**src/sv/irpd_pkg.sv**
```systemverilog
// Shared types and constants for the pulse-distance infrared frame sender.
// Used by the top level; no dependencies.
`default_nettype none

package irpd_pkg;

  // Input item kinds.
  localparam logic [1:0] KIND_TICK  = 2'd0;
  localparam logic [1:0] KIND_WRITE = 2'd1;
  localparam logic [1:0] KIND_START = 2'd2;

  // Frame phases.
  localparam logic [3:0] PH_IDLE = 4'd0;
  localparam logic [3:0] PH_HDR1 = 4'd1;
  localparam logic [3:0] PH_SEG1 = 4'd2;
  localparam logic [3:0] PH_GAP1 = 4'd3;
  localparam logic [3:0] PH_SEG2 = 4'd4;
  localparam logic [3:0] PH_GAP2 = 4'd5;
  localparam logic [3:0] PH_HDR2 = 4'd6;
  localparam logic [3:0] PH_SEG3 = 4'd7;
  localparam logic [3:0] PH_GAP3 = 4'd8;
  localparam logic [3:0] PH_SEG4 = 4'd9;

  // Configuration register indexes.
  localparam logic [2:0] REG_HEADER_MARK  = 3'd0;
  localparam logic [2:0] REG_HEADER_SPACE = 3'd1;
  localparam logic [2:0] REG_BIT_MARK     = 3'd2;
  localparam logic [2:0] REG_ZERO_SPACE   = 3'd3;
  localparam logic [2:0] REG_ONE_SPACE    = 3'd4;
  localparam logic [2:0] REG_SHORT_GAP    = 3'd5;
  localparam logic [2:0] REG_LONG_GAP     = 3'd6;

  // Register reset values, in ticks.
  localparam logic [15:0] RST_HEADER_MARK  = 16'd9000;
  localparam logic [15:0] RST_HEADER_SPACE = 16'd4500;
  localparam logic [15:0] RST_BIT_MARK     = 16'd656;
  localparam logic [15:0] RST_ZERO_SPACE   = 16'd544;
  localparam logic [15:0] RST_ONE_SPACE    = 16'd1640;
  localparam logic [15:0] RST_SHORT_GAP    = 16'd20000;
  localparam logic [15:0] RST_LONG_GAP     = 16'd40000;

  typedef struct packed {
    logic [1:0] kind;
    logic [7:0] bit_index;
    logic       bit_value;
  } in_item_t;

  typedef struct packed {
    logic carrier_on;
    logic busy_res;
    logic frame_done;
  } out_item_t;

endpackage

`default_nettype wire

```
**src/sv/irpd_ram.sv**
```systemverilog
// Generic single-port-write, single-port-read RAM with a registered read.
// No dependencies.
`default_nettype none

module irpd_ram #(
  parameter int WIDTH = 1,
  parameter int DEPTH = 138
) (
  input  wire logic                     clk,
  input  wire logic                     we,
  input  wire logic [$clog2(DEPTH)-1:0] wr_addr,
  input  wire logic [WIDTH-1:0]         wr_data,
  input  wire logic [$clog2(DEPTH)-1:0] rd_addr,
  output logic      [WIDTH-1:0]         rd_data
);

  logic [WIDTH-1:0] mem [DEPTH];

  // Write port and registered read port; a read of the address being
  // written returns the old contents.
  always_ff @(posedge clk) begin
    if (we) begin
      mem[wr_addr] <= wr_data;
    end
    rd_data <= mem[rd_addr];
  end

endmodule

`default_nettype wire

```
**src/sv/ir_pulse_distance_frame_sender_core.sv**
```systemverilog
// Top level of the pulse-distance infrared frame sender.
// Depends on irpd_pkg and irpd_ram.
`default_nettype none

// The block takes one transaction per clock cycle while in_stall is low: a
// one-microsecond tick, a frame-bit write, or a start. Every accepted
// transaction yields exactly one result transaction, which is registered
// into the output buffer. The frame state is updated in a single pass of logic
// at the edge the transaction is accepted, so sustained throughput is one
// transaction per cycle; in_stall rises only when the two-entry output
// buffer is full because the consumer has stalled. Frame bits live in a RAM of
// 2*(FIRST_SEGMENT_BITS+SECOND_SEGMENT_BITS) one-bit entries that is not
// cleared at reset: every bit a frame uses must be written before start.
// Configuration writes take effect at the next interval that is loaded.
module ir_pulse_distance_frame_sender_core
  import irpd_pkg::*;
#(
  parameter int FIRST_SEGMENT_BITS  = 36,
  parameter int SECOND_SEGMENT_BITS = 33
) (
  input  wire logic        clk,
  input  wire logic        rst,
  // Configuration write port.
  input  wire logic        cfg_we,
  input  wire logic [2:0]  cfg_index,
  input  wire logic [15:0] cfg_data,
  // Input channel.
  input  wire logic        in_valid,
  output logic             in_stall,
  input  wire in_item_t    in_item,
  // Output channel.
  output logic             out_valid,
  input  wire logic        out_stall,
  output out_item_t        out_item
);

  localparam int STORE_DEPTH = 2 * (FIRST_SEGMENT_BITS + SECOND_SEGMENT_BITS);
  localparam int AW = $clog2(STORE_DEPTH);
  localparam int PW = AW + 1;
  localparam logic [PW-1:0] SEG1_END = PW'(FIRST_SEGMENT_BITS);
  localparam logic [PW-1:0] SEG2_END = PW'(FIRST_SEGMENT_BITS + SECOND_SEGMENT_BITS);
  localparam logic [PW-1:0] SEG3_END = PW'(2 * FIRST_SEGMENT_BITS + SECOND_SEGMENT_BITS);
  localparam logic [PW-1:0] SEG4_END = PW'(STORE_DEPTH);
  localparam logic [8:0]    DEPTH_9  = 9'(STORE_DEPTH);

  // Configuration registers.
  logic [15:0] header_mark_us, header_space_us, bit_mark_us, zero_space_us;
  logic [15:0] one_space_us, short_gap_us, long_gap_us;

  always_ff @(posedge clk) begin
    if (rst) begin
      header_mark_us  <= RST_HEADER_MARK;
      header_space_us <= RST_HEADER_SPACE;
      bit_mark_us     <= RST_BIT_MARK;
      zero_space_us   <= RST_ZERO_SPACE;
      one_space_us    <= RST_ONE_SPACE;
      short_gap_us    <= RST_SHORT_GAP;
      long_gap_us     <= RST_LONG_GAP;
    end else if (cfg_we) begin
      case (cfg_index)
        REG_HEADER_MARK:  header_mark_us  <= cfg_data;
        REG_HEADER_SPACE: header_space_us <= cfg_data;
        REG_BIT_MARK:     bit_mark_us     <= cfg_data;
        REG_ZERO_SPACE:   zero_space_us   <= cfg_data;
        REG_ONE_SPACE:    one_space_us    <= cfg_data;
        REG_SHORT_GAP:    short_gap_us    <= cfg_data;
        REG_LONG_GAP:     long_gap_us     <= cfg_data;
        default: ;
      endcase
    end
  end

  // Frame state.
  logic [3:0]    phase, phase_next;
  logic [AW-1:0] bit_position, bit_position_next;
  logic [15:0]   time_left, time_left_next;
  logic          in_mark, in_mark_next;

  // Output buffer control.
  logic [1:0] out_count;
  logic       accept;
  logic       pop;

  assign in_stall  = (out_count == 2'd2);
  assign accept    = in_valid && !in_stall;
  assign out_valid = (out_count != 2'd0);
  assign pop       = out_valid && !out_stall;

  // Frame-bit store; the read address follows the next bit position so the
  // bit is ready when the current mark ends.
  logic          ram_we;
  logic [AW-1:0] wr_addr;
  logic          rd_bit;
  logic          fwd_hit;
  logic          fwd_val;
  logic          cur_bit;

  assign ram_we  = accept && (in_item.kind == KIND_WRITE) &&
                   ({1'b0, in_item.bit_index} < DEPTH_9);
  assign wr_addr = in_item.bit_index[AW-1:0];

  irpd_ram #(
    .WIDTH (1),
    .DEPTH (STORE_DEPTH)
  ) u_store (
    .clk     (clk),
    .we      (ram_we),
    .wr_addr (wr_addr),
    .wr_data (in_item.bit_value),
    .rd_addr (bit_position_next),
    .rd_data (rd_bit)
  );

  // Forward a write that lands on the address being read in the same cycle.
  always_ff @(posedge clk) begin
    if (rst) begin
      fwd_hit <= 1'b0;
    end else begin
      fwd_hit <= ram_we && (wr_addr == bit_position_next);
    end
    fwd_val <= in_item.bit_value;
  end

  assign cur_bit = fwd_hit ? fwd_val : rd_bit;

  // Next-state and result logic for one transaction.
  logic          active;
  logic [PW-1:0] pos_inc;
  logic [PW-1:0] seg_end;
  out_item_t     result;

  assign active  = phase inside {[PH_HDR1:PH_SEG4]};
  assign pos_inc = PW'(bit_position) + PW'(1);

  always_comb begin
    case (phase)
      PH_SEG1: seg_end = SEG1_END;
      PH_SEG2: seg_end = SEG2_END;
      PH_SEG3: seg_end = SEG3_END;
      default: seg_end = SEG4_END;
    endcase
  end

  always_comb begin
    phase_next        = phase;
    bit_position_next = bit_position;
    time_left_next    = time_left;
    in_mark_next      = in_mark;
    result            = '0;
    if (accept) begin
      if (in_item.kind == KIND_TICK) begin
        if (active) begin
          result.carrier_on = in_mark;
          result.busy_res   = 1'b1;
          if (time_left > 16'd1) begin
            time_left_next = time_left - 16'd1;
          end else begin
            // The current interval ends; load the next one.
            case (phase)
              PH_HDR1, PH_HDR2: begin
                if (in_mark) begin
                  in_mark_next   = 1'b0;
                  time_left_next = header_space_us;
                end else begin
                  phase_next     = phase + 4'd1;
                  in_mark_next   = 1'b1;
                  time_left_next = bit_mark_us;
                end
              end
              PH_SEG1, PH_SEG2, PH_SEG3, PH_SEG4: begin
                if (in_mark) begin
                  in_mark_next   = 1'b0;
                  time_left_next = cur_bit ? one_space_us : zero_space_us;
                end else if (pos_inc < seg_end) begin
                  bit_position_next = pos_inc[AW-1:0];
                  in_mark_next      = 1'b1;
                  time_left_next    = bit_mark_us;
                end else if (phase == PH_SEG4) begin
                  phase_next        = PH_IDLE;
                  in_mark_next      = 1'b0;
                  time_left_next    = '0;
                  bit_position_next = '0;
                  result.frame_done = 1'b1;
                end else begin
                  bit_position_next = pos_inc[AW-1:0];
                  in_mark_next      = 1'b0;
                  if (phase == PH_SEG2) begin
                    phase_next     = PH_GAP2;
                    time_left_next = long_gap_us;
                  end else begin
                    phase_next     = phase + 4'd1;
                    time_left_next = short_gap_us;
                  end
                end
              end
              PH_GAP1, PH_GAP3: begin
                phase_next     = phase + 4'd1;
                in_mark_next   = 1'b1;
                time_left_next = bit_mark_us;
              end
              PH_GAP2: begin
                phase_next     = PH_HDR2;
                in_mark_next   = 1'b1;
                time_left_next = header_mark_us;
              end
              default: begin
                phase_next   = PH_IDLE;
                in_mark_next = 1'b0;
              end
            endcase
          end
        end else begin
          phase_next   = PH_IDLE;
          in_mark_next = 1'b0;
        end
      end else begin
        // Start is ignored while a frame is in progress.
        if ((in_item.kind == KIND_START) && !active) begin
          bit_position_next = '0;
          phase_next        = PH_HDR1;
          in_mark_next      = 1'b1;
          time_left_next    = header_mark_us;
        end
        result.busy_res   = phase_next inside {[PH_HDR1:PH_SEG4]};
        result.carrier_on = result.busy_res && in_mark_next;
      end
    end
  end

  always_ff @(posedge clk) begin
    if (rst) begin
      phase        <= PH_IDLE;
      bit_position <= '0;
      time_left    <= '0;
      in_mark      <= 1'b0;
    end else begin
      phase        <= phase_next;
      bit_position <= bit_position_next;
      time_left    <= time_left_next;
      in_mark      <= in_mark_next;
    end
  end

  // Two-entry output buffer: the head drives the port, the second entry
  // catches a result while the head is stalled.
  out_item_t buf1;

  always_ff @(posedge clk) begin
    if (rst) begin
      out_count <= 2'd0;
    end else begin
      case ({accept, pop})
        2'b10:   out_count <= out_count + 2'd1;
        2'b01:   out_count <= out_count - 2'd1;
        default: out_count <= out_count;
      endcase
    end
  end

  always_ff @(posedge clk) begin
    if (pop) begin
      if (out_count == 2'd2) begin
        out_item <= buf1;
        if (accept) begin
          buf1 <= result;
        end
      end else if (accept) begin
        out_item <= result;
      end
    end else if (accept) begin
      if (out_count == 2'd0) begin
        out_item <= result;
      end else begin
        buf1 <= result;
      end
    end
  end

endmodule

`default_nettype wire
```
**config.mk**
```make
export PLATFORM = sky130hd
export DESIGN_NAME = ir_pulse_distance_frame_sender_core
export DESIGN_NICKNAME = d
export VERILOG_FILES = /design/src/sv/irpd_pkg.sv /design/src/sv/irpd_ram.sv /design/src/sv/ir_pulse_distance_frame_sender_core.sv
export SDC_FILE = /design/constraint.sdc
export NUM_CORES = 1
export LEC_CHECK = 0
export BUFFER_PORTS_ARGS = -buffer_cell sky130_fd_sc_hd__buf_2
export CAP_MARGIN = 20
export CORE_ASPECT_RATIO = 0.75
export CORE_MARGIN = 1.5
export CORE_UTILIZATION = 50
export CTS_BUF_LIST = sky130_fd_sc_hd__clkbuf_2
export DETAILED_ROUTE_END_ITERATION = 6
export GPL_TIMING_DRIVEN = 0
export PLACE_DENSITY = 0.63
export SLEW_MARGIN = 15
export SYNTH_ARGS = -nofsm -noshare
export SYNTH_HDL_FRONTEND = slang
export SYNTH_SLANG_ARGS = --single-unit
```
**constraint.sdc**
```tcl
create_clock -name clk -period 13.3 [get_ports clk]
set_input_delay 1.33 -clock clk [delete_from_list [all_inputs] [get_ports clk]]
set_output_delay 1.33 -clock clk [all_outputs]
set_load 0.01 [all_outputs]
```
**Word-level counts from Yosys, hierarchy flattened**

Memories as Yosys holds them, arrays and structs flattened. A register that Yosys moved wholly into a read port is not among the register bits.
Cells that the tools add are included.

- Flip-flop bits (word level): 151
- RAM bits: 138
- Memories: 1
- Input bits: 35
- Output and inout bits: 5
- Logic and storage cells: 163

Memory list:

| name | words | bits a word | rd ports | clocked after Yosys merged registers in | write ports | line | source |
|---|---|---|---|---|---|---|---|
| u_store.mem | 138 | 1 | 1 | 1 | 1 | irpd_ram.sv:17 | `logic [WIDTH-1:0] mem [DEPTH];` |

- Mux-type cells: 64
- $add $sub $neg: 5
- Reduce and logical (&&, ||, !) cells: 37
- Equal/unequal tests: 29
- Magnitude comparators: 7

Operators by type and width:

| cell | number |
|---|---|
| $mux 16 | 10 |
| $mux 8 | 9 |
| $pmux 16 s4 | 1 |
| $mux 4 | 11 |
| $mux 3 | 10 |
| $pmux 8 s3 | 1 |
| $mux 1 | 18 |
| $eq 4x3->1 const B | 4 |
| $gt 16x1->1 const B | 1 |
| $pmux 4 s4 | 1 |
| $reduce_and 2->1 | 8 |
| $sub 16x1->16 const B | 1 |
| $ne 4x4->1 const B | 3 |
| $reduce_bool 2->1 | 6 |
| $add 8x1->9 const B | 1 |
| $eq 3x3->1 const B | 3 |
| $logic_and 1x1->1 | 9 |
| $lt 9x9->1 | 1 |
| $eq 4x2->1 const B | 2 |
| $eq 4x4->1 const B | 2 |
| $eq 8x8->1 | 1 |
| $ge 4x1->1 const B | 2 |
| $le 4x4->1 const B | 2 |
| $lt 8x8->1 const B | 1 |
| 23 further kinds | 34 |

**Logic depth before layout (Yosys ltp)**

Gate-level depths: netlist (run 1).

- Depth in word-level cells: 14
- Mapped depth: 21
- Depth with buffers taken out: 17

**Cells and area by module**

A second synthesis (run 1) with hierarchy kept.

- Cell total of the unflattened synthesis: 1,516
- Area, all modules: 14,445.1 um2

Modules (own cells, without submodules):

| module | sequential area each (um2) | instances | cells each | area each (um2) |
|---|---|---|---|---|
| ir_pulse_distance_frame_sender_core | 3,083.0 | 1 | 1,077 | 8,201.6 |
| irpd_ram | 4,164.0 | 1 | 439 | 6,243.5 |

**Least setup slack after synthesis (run 1)**

No wires, ideal clock.

- Path type: input to register
- From: input in_item[9] in the netlist's numbering
- To: register u_store.rd_data, read port of u_store.mem
- Setup time: 0.125 ns
- Path slack: 9.002 ns
- Stages: 15
- Buffers on the path: 4
- Data arrival time: 4.173 ns
- Required time: 13.175 ns
- Cell sequence: clkbuf_1 > or2_2 > clkbuf_1 > a211o_1 > nor4_4 > a211oi_2 > a21oi_4 > buf_6 > buf_6 > mux2i_1 > mux2i_1 > mux2i_1 > a211oi_1 > a41oi_2 > o31ai_1

- Longest elaborated chain between the ends: 5
- Elaborated cells between the ends (all ways): 6
- Classes of those cells: eq/ne: 1; mux: 3; reduce/logical: 2

RTL lines:

| item | line | source |
|---|---|---|
| start, declared | ir_pulse_distance_frame_sender_core.sv:30 | `input wire in_item_t in_item,` |
| $eq 2x2->1 | ir_pulse_distance_frame_sender_core.sv:218 | `if ((in_item.kind == KIND_START) && !active) begin` |
| $logic_and 1x1->1 | ir_pulse_distance_frame_sender_core.sv:218 |  |
| $mux 8 | ir_pulse_distance_frame_sender_core.sv:218 |  |
| $mux 8 * | ir_pulse_distance_frame_sender_core.sv:151 | `if (in_item.kind == KIND_TICK) begin` |
| $mux 8 * | ir_pulse_distance_frame_sender_core.sv:150 | `if (accept) begin` |
| end, declared | irpd_ram.sv:14 | `output logic [WIDTH-1:0] rd_data` |

Every way passes the cells marked *; elsewhere a longest branch is shown, timed or not.
A chain may end at the register's enable or synchronous reset.

**Worst setup path after layout (run 1)**

- From: register phase[0]
- To: register u_store.rd_data, read port of u_store.mem

- Longest elaborated chain between the ends: 10
- Elaborated cells between the ends (all ways): 21
- Classes of those cells: order compare: 3; eq/ne: 4; mux: 10; reduce/logical: 4

RTL lines:

| item | line | source |
|---|---|---|
| start, declared | ir_pulse_distance_frame_sender_core.sv:74 | `logic [3:0] phase, phase_next;` |
| start signal, assigned | ir_pulse_distance_frame_sender_core.sv:237 | `phase <= phase_next;` |
| $eq 4x3->1 / $eq 4x2->1 (equally long branches) | ir_pulse_distance_frame_sender_core.sv:136, ir_pulse_distance_frame_sender_core.sv:159 |  |
| $pmux 8 s3 | ir_pulse_distance_frame_sender_core.sv:136 | `case (phase)` |
| $lt 9x9->1 | ir_pulse_distance_frame_sender_core.sv:174 | `end else if (pos_inc < seg_end) begin` |
| $mux 8 | ir_pulse_distance_frame_sender_core.sv:174 |  |
| $mux 8 | ir_pulse_distance_frame_sender_core.sv:171 | `if (in_mark) begin` |
| $mux 8 | ir_pulse_distance_frame_sender_core.sv:159 | `case (phase)` |
| $mux 8 | ir_pulse_distance_frame_sender_core.sv:155 | `if (time_left > 16'd1) begin` |
| $mux 8 | ir_pulse_distance_frame_sender_core.sv:152 | `if (active) begin` |
| $mux 8 * | ir_pulse_distance_frame_sender_core.sv:151 |  |
| $mux 8 * | ir_pulse_distance_frame_sender_core.sv:150 |  |

Marked as above.

==> qor.yml, run 1 <==
sta:
  tightest_slew_ns: 1.17
  fin_crit_ns: 5.53
  fmax_mhz: 181
  fin_setup_tns_ns: 0
  setup_viol: 0
  setup_ws_ns: 7.77
  relSlewSlack_pct: 21.2
  whs_ns: 0.459
  hold_viol: 0
  rsz0062_at_grt: "false"
  finClkSkew_ns: 0.114
  drv_slew: 0
  period_share_pct: 41.6
clock_network:
  cts_tree: "done"
  cts.clk_slew.worst_paths_ns: 0.11
  hold_buffers: 0
  clock_sinks: 290
  cts_buffer_depth: 3
  h-tree-depth: 3
  cts_inserted_buffers: 73
  cts_resized: 0
  cts-root-buf: "clkbuf_2"
  post_cts_buffers: 0
  clkLatencyLatePin_ns: 0.95
synthesis:
  yosysSeqAreaShare_pct: 50.2
  synth.area.top_cells: "edfxtp_1 30%, dfxtp_1 20%, nand2_1 8.8%"
  synth-seq-cells: 290
  synth_ff_type: "dfxtp_1"
  synth_edf_count: 144
  yosysTopAreaCell: "edfxtp_1"
  syn_area_per_cell_sq_um: 9.08
  ys.warnings.count: 0
  netlist_instances: 1590
  ys_types: 67
  synth_top_area_share_pct: 29.9
  syn_nets: 1640
  syn_area_sq_um: 14400
  async_flop_share_pct: 0
floorplanning:
  rows: 53
  core_area_sq_um: 28200
  die_height_microns: 150
  die_x_microns: 199
  ios: 40
  dieArea_sq_um: 29900
  initial_core_util_pct: 51.2
final_layout:
  num-fill-cells: 2570
  num-nets-final: 1748
  layout-drive-gt1-share_pct: 11.5
  syn_to_final_growth_pct: 9.41
run_status:
  violations: "design-rule violations"
  outcome: "finished, violations left"
grt:
  track_usage_pct: 31.5
  first_global_vias: 11700
  antenna_found_initial: 2
  grt_pass1_wl_mm: 69.9
  grt-ovfl-total: 0
  grt_max_degree: 75
detailed_routing:
  via_per_inst: 6.00
  firstDrtPassIters: 7
  wl_met1_mm: 22.2
  ant_nets: 0
  met3WireLength_mm: 6.04
  top_layer_used: "met5"
  met2_length_mm: 17.5
  first_iter_violations: 1515
  drc: 7
  wire_per_inst_microns: 21.7
  drt-total-wl_mm: 46.4
  vias: 12800
placement:
  dp_slack_ns: 7.85
  place_hpwl_mm: 33.0
  place_congestion: 0.913
  portBuffers: 32
critical_path:
  cp-start-kind: "flip-flop"
  r2r-start: "phase[0]$_SDFFE_PP0P_"
  critPathMaxFanout: 10
  path_class: "reg2reg"
  cp-startpoint: "phase[0]$_SDFFE_PP0P_"
  endpoint_kind: "flip-flop"
  worstPathArrival_ns: 6.35
  cp.required_ns: 14.12
min_path:
  worstHoldPathType: "reg2reg"
  hold_path_startpoint: "zero_space_us[7]$_SDFFE_PP0P_"
flow_run:
  drv_cap: 0
pwr:
  pwr_density_cell_nw_per_um2: 120
  p_leak_nw: 5.79
  total_power_mw: 1.89
  peakVddDrop_mv: 0.0738
sequential cells by signal (all words and copies together), names as in the netlist, 16 cells and up:
signal	cells
bit_mark_us	16
header_mark_us	16
header_space_us	16
long_gap_us	16
one_space_us	16
short_gap_us	16
time_left	16
u_store.mem	138
zero_space_us	16
kinds of logic after synthesis:
kind of cell	count (synthesis)	synth area share [%]
and+or+nand+nor	730	22.6
AOI/OAI and AO/OA	320	14.9
DFF	290	50.2
buffers and inverters	125	3.67
muxes	84	5.85
xor gates and xnor gates	26	1.58
adders and majority gates	15	1.30
cell usage after synthesis, types with 8 or more instances:
cell type / number
nand2_1: 337
nor2_1: 199
dfxtp_1: 146
edfxtp_1: 144
a21oi_1: 136
clkbuf_1: 85
mux2i_1: 81
a211oi_1: 42
nand3_1: 40
nand3b_1: 31
nor3_1: 29
nor2b_1: 23
inv_1: 20
o211ai_1: 18
a311oi_1: 17
ha_1: 15
o21ai_0: 15
xnor2_1: 15
a22oi_1: 13
and2_1: 12
xor2_1: 11
a222oi_1: 10
buf_2: 10
nand4_1: 10
a211o_1: 9
a31oi_1: 9
or3_1: 9
a221oi_1: 8
or2_2: 8
metal layers:
layer | GRT usage [%] | vias to the layer above
met1 | 49.2 | 6175
met3 | 12.3 | 72
li1 | - | 5922
met4 | 8.30 | 2
met2 | 39.3 | 655
met5 | 0 | -
layout make-up:
| class | count | area [sq um] | share of cell area, % |
|---|---|---|---|
| Clock inverter | 12 | 113 | 0.713 |
| Clock buffer | 114 | 571 | 3.61 |
| Sequential cell | 290 | 7250 | 45.9 |
| Timing Repair Buffer | 33 | 183 | 1.16 |
| Multi-Input combinational cell | 1175 | 6670 | 42.2 |
| Antenna cell | 2 | 5.00 | 0.0317 |
| Tap cell | 385 | 482 | 3.05 |
| Buffer | 105 | 455 | 2.88 |
| Inverter | 20 | 75.1 | 0.475 |
power by group:
group / switching, mW / leakage, nW / internal, mW
clock network: 0.383 / 0.529 / 0.264
logic: 0.176 / 2.78 / 0.0894
registers: 0.0187 / 2.48 / 0.958
worst max-delay path, cell delays in order, from the launching register on:
cell      delay (ns)
dfxtp_1         0.47
inv_1           0.13
ha_1            0.21
clkbuf_1        0.18
or2_2           0.32
clkbuf_1        0.18
a21o_1          0.19
ha_1            0.28
nand3_1         0.08
a31oi_1         0.04
o41a_1          0.42
o21ai_0         0.37
clkbuf_1        0.45
a31o_2          0.39
buf_4           0.27
buf_4           0.27
a221oi_1        0.14
a211oi_1        0.47
o211ai_1        0.25
a41oi_2         0.22
o31ai_1         0.13
final timing paths:
path | endpoint | slack (ns) | cells past startpoint
worst max-delay path | u_store.rd_data$_DFF_P_ | 7.77 | 20
worst max register to register | u_store.rd_data$_DFF_P_ | 7.77 | 20
worst min-delay path | zero_space_us[7]$_SDFFE_PP0P_ | 0.46 | 2
worst min register to register | zero_space_us[7]$_SDFFE_PP0P_ | 0.46 | 2
per-stage QoR:
step	instances	instance area (sq um)	util [%]
6_report	2136	15800	56.1
5_1_grt	2135	15800	56.0
4_1_cts	2134	15800	56.0
3_5_place_dp	2008	15100	53.6
3_3_place_gp	2007	15100	53.5
2_1_floorplan	1590	14400	-
cells in the final DEF (no fill, tap or decap), types with 4 or more instances in the layout:
master    Yosys  final
o211ai_1     18     18
a221oi_1      8      8
and2_1       12     12
o21ai_0      15     15
nor3_1       29     29
or4_4         4      4
clkbuf_1     85     85
a31oi_1       9      9
a211o_1       9      9
nor4_1        5      4
and3_1        5      5
dfxtp_1     146    146
a21oi_1     136    136
clkinv_1      0      4
xnor2_1      15     15
xor2_1       11     11
mux2i_1      81     81
nand3b_1     31     31
nand2b_1      7      7
a311oi_1     17     17
buf_4         3      4
nand4_1      10     10
or2_2         8      8
clkbuf_2      0    114
nand2_1     337    337
a211oi_1     42     42
edfxtp_1    144    144
nor2_1      199    199
ha_1         15     15
a21o_1        5      5
buf_6         5      5
or3_1         9      9
buf_2        10     41
nand3_1      40     40
nor2b_1      23     23
inv_1        20     20
a32oi_1       4      4
a222oi_1     10     10
a22oi_1      13     13
Note: power is estimated with default switching activity, not from simulation.
==> run 2: changes to the inputs <==
==> constraint.sdc (replaced) <==
create_clock -name clk -period 5.3 [get_ports clk]
set_input_delay 0.53 -clock clk [delete_from_list [all_inputs] [get_ports clk]]
set_output_delay 0.53 -clock clk [all_outputs]
set_load 0.01 [all_outputs]
==> qor.yml, run 2 (synthesis gave the netlist of run 1 again) <==
floorplanning:
  rows: 53
  ios: 40
  die_height_microns: 150
  dieArea_sq_um: 29900
  initial_core_util_pct: 51.2
  die_x_microns: 199
  core_area_sq_um: 28200
grt:
  antenna_found_initial: 2
  track_usage_pct: 31.7
  first_global_vias: 11800
  grt_max_degree: 75
  grt-ovfl-total: 0
  grt_pass1_wl_mm: 70.4
min_path:
  worstHoldPathType: "in2reg"
  hold_path_depth: 2
  hold_path_startpoint: "out_stall"
  hold_end: "buf1[0]$_DFFE_PP_"
clock_network:
  cts_inserted_buffers: 73
  cts_buffer_depth: 3
  clkLatencyLatePin_ns: 0.95
  h-tree-depth: 3
  cts_tree: "done"
  post_cts_buffers: 0
  cts.clk_slew.worst_paths_ns: 0.12
  cts-root-buf: "clkbuf_2"
  clock_sinks: 290
critical_path:
  path_cells: "inv_1 -> ha_1 -> clkbuf_1 -> or2_2 -> clkbuf_1 -> a21o_1 -> ha_1 -> nand3_1 -> a31oi_1 -> o41a_1 -> o21ai_1 -> clkbuf_2 -> a31o_2 -> buf_2 -> buf_2 -> mux2i_1 -> a211oi_1 -> a41oi_2 -> o31ai_1"
  cp.required_ns: 6.12
  slowest_delay_ns: 0.47
  worstPathArrival_ns: 5.92
  critPathMaxFanout: 10
  critPathSlowestCell: "dfxtp_1"
  reg2reg_to: "u_store.rd_data$_DFF_P_"
  r2r-start: "phase[0]$_SDFFE_PP0P_"
  path_class: "reg2reg"
  endpoint_kind: "flip-flop"
  r2r_slack_ns: 0.21
  r2r_cells: 19
  cp-start-kind: "flip-flop"
sta:
  finClkSkew_ns: 0.113
  relSlewSlack_pct: 21.8
  fmax_mhz: 196
  setup_viol: 0
  tightest_slew_ns: 1.16
  rsz0062_at_grt: "true"
  drv_slew: 0
  setup_ws_ns: 0.208
  period_share_pct: 96.1
  whs_ns: 0.0740
  hold_viol: 0
  fin_crit_ns: 5.09
detailed_routing:
  wire_per_inst_microns: 21.6
  drt-total-wl_mm: 46.7
  ant_nets: 0
  vias: 12900
  drc: 4
  firstDrtPassIters: 7
  via_per_inst: 5.99
  first_iter_violations: 1449
final_layout:
  fin_area_sq_um: 16000
  largest_register: "u_store.mem"
  largest_reg_flops: 138
  num-fill-cells: 2547
  mostFrequentLayoutCells: "337 x nand2_1, 198 x nor2_1, 146 x dfxtp_1, 144 x edfxtp_1, 136 x a21oi_1"
  layout-drive-gt1-share_pct: 11.7
  num-nets-final: 1768
  layout_commonest_cell: "nand2_1"
  fin_util_pct: 56.8
  syn_to_final_growth_pct: 10.9
pwr:
  peakVddDrop_mv: 0.185
  total_power_mw: 4.76
  p_leak_nw: 5.89
  pwr_density_cell_nw_per_um2: 297
run_status:
  violations: "design-rule violations"
  outcome: "finished, violations left"
placement:
  place_hpwl_mm: 33.0
  dp_slack_ns: -0.0995
  portBuffers: 32
  placed_cell_area_sq_um: 15100
  place_congestion: 0.913
flow_run:
  drv_cap: 0
run 2: worst max-delay path by stage:
| stage | endpoint | start |
|---|---|---|
| 2_1_floorplan | u_store.rd_data$_DFF_P_ | phase[0]$_SDFFE_PP0P_ |
| 3_3_place_gp | u_store.rd_data$_DFF_P_ | phase[0]$_SDFFE_PP0P_ |
| 3_5_place_dp | u_store.rd_data$_DFF_P_ | phase[0]$_SDFFE_PP0P_ |
| 4_1_cts | u_store.rd_data$_DFF_P_ | phase[0]$_SDFFE_PP0P_ |
| 5_1_grt | u_store.rd_data$_DFF_P_ | phase[1]$_SDFFE_PP0P_ |
| 6_report | u_store.rd_data$_DFF_P_ | phase[0]$_SDFFE_PP0P_ |
run 2: what timing repair did:
action	CTS	global route
setup endpoints to repair	1	11
hold buffers	20	0
hold endpoints to repair	114	0
gates resized for setup	1	8
run 2: final cells by class:
type                       count  area (sq um)  share of cell area (%)
multi-input combinational   1175          6680                    41.7
clock inverter                12           113                   0.703
timing repair buffer          53           383                    2.39
buffer                       105           459                    2.87
tap                          385           482                    3.01
clock buffer                 114           571                    3.56
antenna                        2          5.00                  0.0313
inverter                      20          75.1                   0.469
sequential                   290          7250                    45.3
run 2: per-layer routing:
metal / share of wire (%) / global-route usage [%] / vias to the layer above
li1: - / - / 5958
met1: 47 / 49.4 / 6175
met2: 38 / 39.4 / 701
met3: 14 / 12.2 / 78
met4: 1.7 / 8.83 / 2
met5: 0.028 / 0 / -
run 2: through the flow:
stage	instances	setup TNS, ns
finish	2156	0
global route	2155	-0.00631
CTS	2154	0
detailed placement	2008	-0.107
global placement	2007	-0.110
floorplan	1590	0
run 2: critical path: cells and delay by family (launching register included):
family                   cells  cell delay (ns)
multiplexers                 1             0.42
AO/OA/AOI/OAI                8             1.75
AND/OR/NAND/NOR              2             0.40
flip-flops                   1             0.47
buffers and inverters        6             1.51
adder cells (fa/ha/maj)      2             0.49
run 2: where the power goes:
part / total, mW / internal [mW] / switching, mW / leakage (nW)
registers: 2.45 / 2.40 / 0.0467 / 2.48
logic: 0.680 / 0.234 / 0.446 / 2.87
clock network: 1.62 / 0.662 / 0.963 / 0.529
==> run 3: changes to the inputs <==
==> constraint.sdc (replaced) <==
create_clock -name clk -period 5.3 [get_ports clk]
set_input_delay 1.325 -clock clk [delete_from_list [all_inputs] [get_ports clk]]
set_output_delay 1.325 -clock clk [all_outputs]
set_load 0.02 [all_outputs]
==> qor.yml, run 3 (synthesis gave the netlist of run 1 again) <==
pwr:
  pwr_density_cell_nw_per_um2: 301
  peakVddDrop_mv: 0.200
  p_leak_nw: 5.80
min_path:
  worstHoldPathType: "reg2reg"
sta:
  fin_crit_ns: 5.11
  fmax_mhz: 196
  whs_ns: 0.461
  finClkSkew_ns: 0.113
  rsz0062_at_grt: "true"
  drv_slew: 0
  setup_viol: 0
  relSlewSlack_pct: 22.9
  hold_viol: 0
  period_share_pct: 96.4
  tightest_slew_ns: 1.15
  fin_setup_tns_ns: 0
final_layout:
  num-nets-final: 1748
  syn_to_final_growth_pct: 9.50
  largest_register: "u_store.mem"
  layout-drive-gt1-share_pct: 11.8
  fin_area_sq_um: 15800
  fin_util_pct: 56.1
  largest_reg_flops: 138
  fin_cells: 2136
  mostFrequentLayoutCells: "337 x nand2_1, 198 x nor2_1, 146 x dfxtp_1, 144 x edfxtp_1, 136 x a21oi_1"
  layout_commonest_cell: "nand2_1"
clock_network:
  cts_buffer_depth: 3
  clock_sinks: 290
  h-tree-depth: 3
  hold_buffers: 0
  cts-root-buf: "clkbuf_2"
  cts_tree: "done"
  clkLatencyLatePin_ns: 0.95
  post_cts_buffers: 0
  cts.clk_slew.worst_paths_ns: 0.11
  cts_inserted_buffers: 73
floorplanning:
  die_x_microns: 199
  core_area_sq_um: 28200
  rows: 53
  die_height_microns: 150
  ios: 40
  initial_core_util_pct: 51.2
  dieArea_sq_um: 29900
placement:
  portBuffers: 32
  place_inst: 2008
  place_congestion: 0.913
  place_hpwl_mm: 33.0
  placed_cell_area_sq_um: 15100
critical_path:
  path_class: "reg2reg"
  endpoint_kind: "flip-flop"
  worstPathArrival_ns: 5.93
  cp.required_ns: 6.12
  cp-start-kind: "flip-flop"
  critPathMaxFanout: 10
grt:
  grt_pass1_wl_mm: 69.9
  track_usage_pct: 31.5
  first_global_vias: 11700
  grt-ovfl-total: 0
  grt_max_degree: 75
  antenna_found_initial: 2
detailed_routing:
  via_per_inst: 5.97
  firstDrtPassIters: 6
  ant_nets: 0
  drt-total-wl_mm: 46.4
  drc: 0
  wire_per_inst_microns: 21.7
  vias: 12800
  first_iter_violations: 1738
run_status:
  outcome: "completed"
flow_run:
  drv_cap: 0
-- run 3: where the power goes --
| group | switching, mW | internal (mW) | leakage, nW | total [mW] |
|---|---|---|---|---|
| Clock | 0.959 | 0.662 | 0.529 | 1.62 |
| Combinational | 0.455 | 0.225 | 2.79 | 0.680 |
| Sequential | 0.0468 | 2.40 | 2.48 | 2.45 |
-- run 3: per-layer routing --
layer | GRT usage [%] | up-vias | wire [microns]
met5 | 0 | - | 13
li1 | - | 5924 | -
met1 | 49.2 | 6075 | 22000
met3 | 12.3 | 71 | 6230
met2 | 39.3 | 679 | 17500
met4 | 8.30 | 2 | 739
-- run 3: worst max-delay path, cell delays in order (launching register included) --
cell and delay, ns:
dfxtp_1 0.47, inv_1 0.13, ha_1 0.21, clkbuf_1 0.18, or2_2 0.32, clkbuf_1 0.18, a21o_1 0.19, ha_1 0.28
nand3_1 0.08, a31oi_1 0.05, o41a_1 0.44, o21ai_1 0.27, clkbuf_2 0.30, a31o_2 0.34, buf_2 0.36, buf_2 0.36
mux2i_1 0.42, a211oi_1 0.15, a41oi_2 0.20, o31ai_1 0.13
-- run 3: final cells by class --
type / instances / area (sq um)
timing repair buffer: 33 / 183
multi-input combinational: 1175 / 6680
clock buffer: 114 / 571
clock inverter: 12 / 113
sequential: 290 / 7250
fill: 2576 / 12400
antenna: 2 / 5.00
tap: 385 / 482
buffer: 105 / 459
inverter: 20 / 75.1
-- run 3: metrics by stage --
stage | power [mW] | setup WS [ns]
2_1_floorplan | 2.93 | 1.01
3_3_place_gp | 3.15 | -0.153
3_5_place_dp | 3.16 | -0.149
4_1_cts | 4.75 | 0.101
5_1_grt | 4.96 | -0.000878
6_report | 4.75 | 0.189
-- run 3: timing repair --
item | in CTS | in global routing
setup endpoints to repair | 1 | 11
gates resized for setup | 1 | 8
pin swaps | 0 | 0
-- run 3: worst paths after layout --
path                                    start                     endpoint  slack, ns  depth (start not counted)
setup / recovery        phase[0]$_SDFFE_PP0P_      u_store.rd_data$_DFF_P_       0.19                         19
hold / removal    long_gap_us[0]$_SDFFE_PP0P_  long_gap_us[0]$_SDFFE_PP0P_       0.46                          2
setup reg to reg        phase[0]$_SDFFE_PP0P_      u_store.rd_data$_DFF_P_       0.19                         19
hold reg to reg   long_gap_us[0]$_SDFFE_PP0P_  long_gap_us[0]$_SDFFE_PP0P_       0.46                          2
